$ cat config.mk
export PLATFORM = sky130hd
export DESIGN_NAME = bts_blend
export DESIGN_NICKNAME = d
export VERILOG_FILES = /design/src/bts_pkg.sv /design/src/bts_blend.sv
export SDC_FILE = /design/constraint.sdc
export NUM_CORES = 2
export LEC_CHECK = 0
export BUFFER_PORTS_ARGS = -buffer_cell sky130_fd_sc_hd__buf_4
export CAP_MARGIN = 10
export CORE_MARGIN = 1.5
export CORE_UTILIZATION = 59
export CTS_CLUSTER_DIAMETER = 40
export DETAILED_ROUTE_END_ITERATION = 7
export MAX_ROUTING_LAYER = met4
export PLACE_DENSITY = 0.77
export SLEW_MARGIN = 20
export SYNTH_ARGS = -nofsm -noshare
export SYNTH_HDL_FRONTEND = slang
export SYNTH_SLANG_ARGS = --single-unit
$ cat constraint.sdc
create_clock -name clock -period 5.66 [get_ports clock]
set_clock_uncertainty 0.05 [all_clocks]
set_input_delay 0.283 -clock clock [delete_from_list [all_inputs] [get_ports clock]]
set_output_delay 0.283 -clock clock [all_outputs]
set_load 0.05 [all_outputs]
$ cat src/bts_pkg.sv
// shared types and constants of the bilinear texture sampler
package bts_pkg;

   localparam int unsigned TEX_MAX_WIDTH  = 256;
   localparam int unsigned TEX_MAX_HEIGHT = 256;

   localparam int CHANNELS = 3;
   localparam int CHAN_W   = 8;
   localparam int DIM_W    = 9;
   localparam int FRAC_W   = 16;
   localparam int FIX_W    = FRAC_W + DIM_W;
   localparam int HORZ_W   = 16;
   localparam int SUM_W    = 24;

   typedef logic [CHAN_W-1:0] chan_type;
   typedef logic [CHANNELS-1:0][CHAN_W-1:0] pixel_type;

   typedef struct packed {
      logic       load;
      logic [1:0] tap;
      logic       vert;
   } blend_ctrl_type;

   localparam logic [1:0] CSR_TEX_WIDTH       = 2'd0;
   localparam logic [1:0] CSR_TEX_HEIGHT      = 2'd1;
   localparam logic [1:0] CSR_FILTER_MODE     = 2'd2;
   localparam logic [1:0] CSR_TEXTURE_PRESENT = 2'd3;

   localparam logic MODE_WRITE  = 1'b0;
   localparam logic MODE_SAMPLE = 1'b1;

   localparam logic FILTER_NEAREST  = 1'b0;
   localparam logic FILTER_BILINEAR = 1'b1;

   localparam logic [1:0] TAP_00 = 2'd0;
   localparam logic [1:0] TAP_10 = 2'd1;
   localparam logic [1:0] TAP_01 = 2'd2;
   localparam logic [1:0] TAP_11 = 2'd3;

   localparam pixel_type FALLBACK_COLOR = {8'd128, 8'd89, 8'd51};

endpackage

$ cat src/bts_blend.sv
// per-channel horizontal and vertical blend lanes of the sampler
module bts_blend
   import bts_pkg::*;
(
   input  logic           clock,
   input  blend_ctrl_type ctrl,
   input  pixel_type      texel,
   input  chan_type       tx,
   input  chan_type       ty,
   output pixel_type      pix
);

   logic [DIM_W-1:0]  wx0;
   logic [DIM_W-1:0]  wy0;
   logic [HORZ_W-1:0] hacc_ff [CHANNELS];
   logic [HORZ_W-1:0] h0_ff   [CHANNELS];
   logic [HORZ_W-1:0] h1_ff   [CHANNELS];
   logic [SUM_W-1:0]  sacc_ff [CHANNELS];
   logic [SUM_W-1:0]  sum     [CHANNELS];

   assign wx0 = 9'd256 - {1'b0, tx};
   assign wy0 = 9'd256 - {1'b0, ty};

   always_ff @(posedge clock) begin
      for (int c = 0; c < CHANNELS; c++) begin
         if (ctrl.load) begin
            case (ctrl.tap)
               TAP_00, TAP_01: begin
                  hacc_ff[c] <= HORZ_W'(texel[c]) * HORZ_W'(wx0);
               end
               TAP_10: begin
                  h0_ff[c] <= hacc_ff[c] + HORZ_W'(texel[c]) * HORZ_W'(tx);
               end
               TAP_11: begin
                  h1_ff[c] <= hacc_ff[c] + HORZ_W'(texel[c]) * HORZ_W'(tx);
               end
               default: begin
                  hacc_ff[c] <= hacc_ff[c];
               end
            endcase
         end
         if (ctrl.vert) begin
            sacc_ff[c] <= SUM_W'(h0_ff[c]) * SUM_W'(wy0);
         end
      end
   end

   always_comb begin
      for (int c = 0; c < CHANNELS; c++) begin
         sum[c] = sacc_ff[c] + SUM_W'(h1_ff[c]) * SUM_W'(ty) + SUM_W'(32768);
         pix[c] = sum[c][SUM_W-1 -: CHAN_W];
      end
   end

endmodule

Word-level counts from Yosys, hierarchy flattened --
Memories as Yosys holds them, arrays and structs flattened. Index checks and enable logic that the tools add are counted.
Storage, ports and cells: logic and storage cells 43, input port bits 45, memory bits (writable) 216, register bits after elaboration 0, memories kept 4, output and inout bits 24
Memories:
- sacc_ff | depth 3, width 24, rd ports 3, clocked after Yosys merged registers in 0, write ports 3, line bts_blend.sv:18 | logic [SUM_W-1:0] sacc_ff [CHANNELS];
- h0_ff | depth 3, width 16, rd ports 3, clocked after Yosys merged registers in 0, write ports 3, line bts_blend.sv:16 | logic [HORZ_W-1:0] h0_ff [CHANNELS];
- h1_ff | depth 3, width 16, rd ports 3, clocked after Yosys merged registers in 0, write ports 3, line bts_blend.sv:17 | logic [HORZ_W-1:0] h1_ff [CHANNELS];
- hacc_ff | depth 3, width 16, rd ports 3, clocked after Yosys merged registers in 0, write ports 3, line bts_blend.sv:15 | logic [HORZ_W-1:0] hacc_ff [CHANNELS];
Operators by class: reductions and logical operators 2, multiplexer cells 11, add/subtract/negate cells 11, equal/unequal tests 3, $mul 12
Operators by type and width (count):
- $add 24x16->24 const B | 3
- $add 24x24->24 | 3
- $mul 16x8->24 | 3
- $mul 16x9->24 | 3
- $add 16x16->16 | 3
- $mul 8x8->16 | 3
- $mul 8x9->16 | 3
- $sub 9x8->9 const A | 2
- $mux 1 | 11
- $eq 2x2->1 const B | 2
- $eq 2x1->1 const B | 1
- $logic_not 2->1 | 1
- $reduce_or 2->1 | 1

Depth between registers and ports, before layout --
word-level depth 5, depth in mapped cells 25, mapped depth without buffers 23

Worst setup path after synthesis --
No wires, ideal clock.
path type input-to-output, from input port ty[0], to output port pix[7] (netlist name), arrival 6.430 ns, path slack -1.103 ns, data required time 5.327 ns, path buffers 3, cell stages on the path 21, path through clkbuf_1 -> clkbuf_1 -> clkbuf_1 -> nand2_1 -> fa_1 -> inv_1 -> fa_1 -> inv_1 -> fa_1 -> inv_1 -> fa_1 -> fa_1 -> ha_1 -> and3_1 -> a221oi_1 -> o21ai_1 -> a21oi_2 -> o21ai_2 -> o41a_1 -> and4_1 -> nor3_1
RTL lines:
- from (decl) | line bts_blend.sv:9 | input chan_type ty,
- to (decl) | line bts_blend.sv:10 | output pixel_type pix

==> flow_results.org <==
** Outcome
- Status :: complete, but fails checks
- Violated checks :: setup timing

** Synth
- Syn. warnings :: 0
- Avg Inst Size Synth :: 9.45 um2
- Biggest area contributors in the synthesized netlist :: fa_1, edfxtp_1, ha_1, inv_1, and2_1
- In this run, synthesis produced a sequential element count of 216.
- The most used flip-flop cell after synthesis is edfxtp_1.
- The cell area that synthesis handed to floorplanning was between 0.04 and 0.05 mm2.
- Synthesis handed over a netlist of 4965 instances.
- Yosys instantiated no cell more often than inv_1.
- The commonest cells after synthesis are inv_1, fa_1, and2_1.
- fa_1 takes more of the synthesized area than any other cell.
- Counting every net in the synthesized netlist gives 6404.
- Counting flops with a built-in enable in the synthesized netlist gives roughly 220.
- Ys async rst share :: 0%
- Summing the sequential cell areas from Yosys gives approximately 14% of the chip area.
- The share of synthesized area in the top cell type comes to 37.6%.
- After synthesis, the netlist uses 68 different library cells.

** Timing
- Setup TNS after final layout :: -6.97 ns
- The final hold violation count was 0.
- Setup violations remaining at the end of the flow were counted as 23.
- Worst-Margin Slew :: slightly below 1 ns
- Relative slew slack :: 35.3%
- Based on the critical path, the design can be clocked at up to 160 MHz.
- Setup repair after global routing could not meet its margin everywhere.
- Final clock period utilization by the worst path :: 110%
- Max-slew violation count :: 0
- Final critical path time including I/O delays and setup :: 6.25 ns
- Final critical-path setup slack :: -0.593 ns

** GRT
- Maximum number of pins on one net before global-route repair :: 58
- In the global route stage, overall resource usage came out at 26.5%.
- The initial antenna violation count was 3.
- Global-route wire length before repair :: roughly 170 mm
- Vias in the first global route :: 35800
- After global routing the overflow that remains totals 0.

** Placement
- The wire-length estimate of the detail-placed layout is 81.7 mm.
- Timing analysis after detailed placement gives a worst setup slack of -0.283 ns.
- Buffers placed on the I/O ports in this run total 68.
- GP Congestion :: 0.905

** Final layout
- Layout area overhead :: 12.1%
- The final layout contains 6614 nets.
- Area of the multi-input gates :: about 0.036 mm2
- Total area of sequential cells :: 0.00649 mm2
- Of the cells placed in the final design, the portion with a size suffix greater than 1 is 11.0%.
- Counting the fill cells in the layout gives 6054.
- The repair_antennas step left the layout with diodes totalling 0.

** Detailed routing
- Dividing the detail-routed via count by the number of cells gives 5.26.
- Post-Route WL :: between 100 and 150 mm
- For this block, the initial DRC count from the detailed router was ~1800.
- Iteration count of the initial detailed-routing pass :: 8
- Number of antenna-violating nets in the routed design :: 0
- Vias after detailed routing :: 32900
- # DRC :: 0
- Post-DR wirelength/cell :: between 15 and 20 um

** Setup path
- Data arrives at the worst endpoint at 5.92 ns.
- Counting stages on the worst path, the most repeated cell is fa_1.
- Along the worst path, the maximum fanout reaches 3.
- In this design, the stage delay of the slowest critical-path cell is 0.56 ns.
- The worst setup path is captured at a primary output.
- On the critical path, the stage with the largest delay is an instance of fa_1.
- List of cells traversed by the critical path :: nand2_1 > fa_1 > inv_1 > fa_1 > inv_2 > fa_1 > inv_2 > fa_1 > fa_1 > ha_4 > and3_4 > a221oi_2 > o21ai_2 > a21oi_2 > o21ai_2 > o41a_1 > buf_6 > a21oi_4 > xnor2_2 > buf_6
- At the worst endpoint, the required time is 5.33 ns.
- Critical Setup Path Class :: reg2out
- Kind of start point of the critical path :: register

** Clock tree
- CTS clk-pin slew, worst paths :: 0.06 ns
- Longest Clk Path Bufs :: 3
- Insertion delay to the later sink of the worst-skew pair :: 0.55 ns
- Clock tree root driver cell :: clkbuf_16
- Clock tree synthesis inserted a total of 34 buffers.
- Htree depth :: 2
- CTS saw ~220 sinks.
- CTS tree :: done
- Total of hold buffers inserted after clock tree synthesis :: 0

** Floorplan
- The floorplan has 103 rows.
- In this run the horizontal extent of the chip is 285 um.
- Pin placement for this block handled 69 I/O pins.
- The die covers 0.0812 mm2.
- Core Region :: 0.0789 mm2
- Measured along the y axis, the die boundary spans 285 um.
- For this configuration, the core starts out at a cell density of 59.5%.

** Hold path
- In this run the worst hold path is classified as in2reg.

** Job
- Max cap viols :: 0
-- cells in the final DEF (no fill, tap or decap), types with 59 or more instances in the layout --
| master | count |
|---|---|
| xnor2_1 | 135 |
| a21oi_1 | 59 |
| and2_1 | 609 |
| inv_1 | 1219 |
| ha_1 | 492 |
| edfxtp_1 | 216 |
| nand2_1 | 601 |
| buf_4 | 277 |
| fa_1 | 871 |
| nor2_1 | 91 |
-- kinds of logic (layout without fill, tap and decap cells) --
logic type / Yosys count / in the layout / share of synthesized area [%]
flops: 216 / 216 / 13.8
buf+inv: 1394 / 1628 / 11.2
compound gates: 275 / 275 / 4.10
mux: 1 / 1 / 0.0240
fa+ha+maj: 1394 / 1394 / 51.3
xor+xnor: 186 / 186 / 3.47
simple gates: 1499 / 1499 / 16.1
-- layer usage --
metal | wire (um) | track usage [%] | share of wire, %
met5 | 0 | - | 0
met3 | 6780 | 4.10 | 6.7
met1 | 43200 | 34.8 | 43
met2 | 48600 | 43.7 | 48
met4 | 1880 | 5.98 | 1.9
-- path summary, 6_finish.rpt --
check                 startpoint             end  slack [ns]  depth (start not counted)
setup / recovery    h1_ff[0][15]          pix[6]       -0.59                         20
hold / removal           ctrl[0]   sacc_ff[0][9]        0.07                          1
setup reg to reg    h0_ff[0][23]  sacc_ff[0][44]        0.58                         17
hold reg to reg   hacc_ff[0][16]    h1_ff[0][16]        0.64                          1
-- metrics by stage --
step / util [%] / hold slack, ns / instance area (um2) / std cells
after floorplan: - / 0.345 / 47200 / 4965
after global placement: 63.7 / 0.618 / 50200 / 6132
after detailed placement: 63.7 / 0.622 / 50200 / 6132
after CTS: 66.2 / 0.0484 / 52200 / 6235
after global routing: 66.7 / 0.0555 / 52600 / 6249
final: 66.7 / 0.0731 / 52600 / 6249
-- what timing repair did --
action | 4_1_cts | 5_1_grt
gates resized for setup | 103 | 73
setup buffers | 44 | 16
gates cloned | 0 | 0
pin swaps | 54 | 90
setup endpoints to repair | 24 | 25
-- critical path: cells and delay by family, from the launching register on --
kind                       cells  cell delay (ns)
DFF                            1             0.47
adders and majority gates      6             2.81
buffers and inverters          5             0.46
and+or+nand+nor                2             0.27
AOI/OAI and AO/OA              6             1.23
xor gates and xnor gates       1             0.12
-- sequential cells by signal (all words and copies together), names as in the netlist --
register and cells:
h1_ff 48, hacc_ff 48, sacc_ff 72, h0_ff 48
-- cell type report --
| type | count | area share [%] |
|---|---|---|
| flip-flops and latches | 216 | 12.3 |
| clock buffers | 38 | 1.69 |
| well taps | 1050 | 2.50 |
| multi-input cells | 3355 | 68.6 |
| repair buffers | 340 | 5.59 |
| inverters | 1228 | 8.77 |
| clock inverters | 22 | 0.526 |
Power is not shown: default switching activity piles up to over one toggle a cycle in this logic, so the estimate is an artifact.
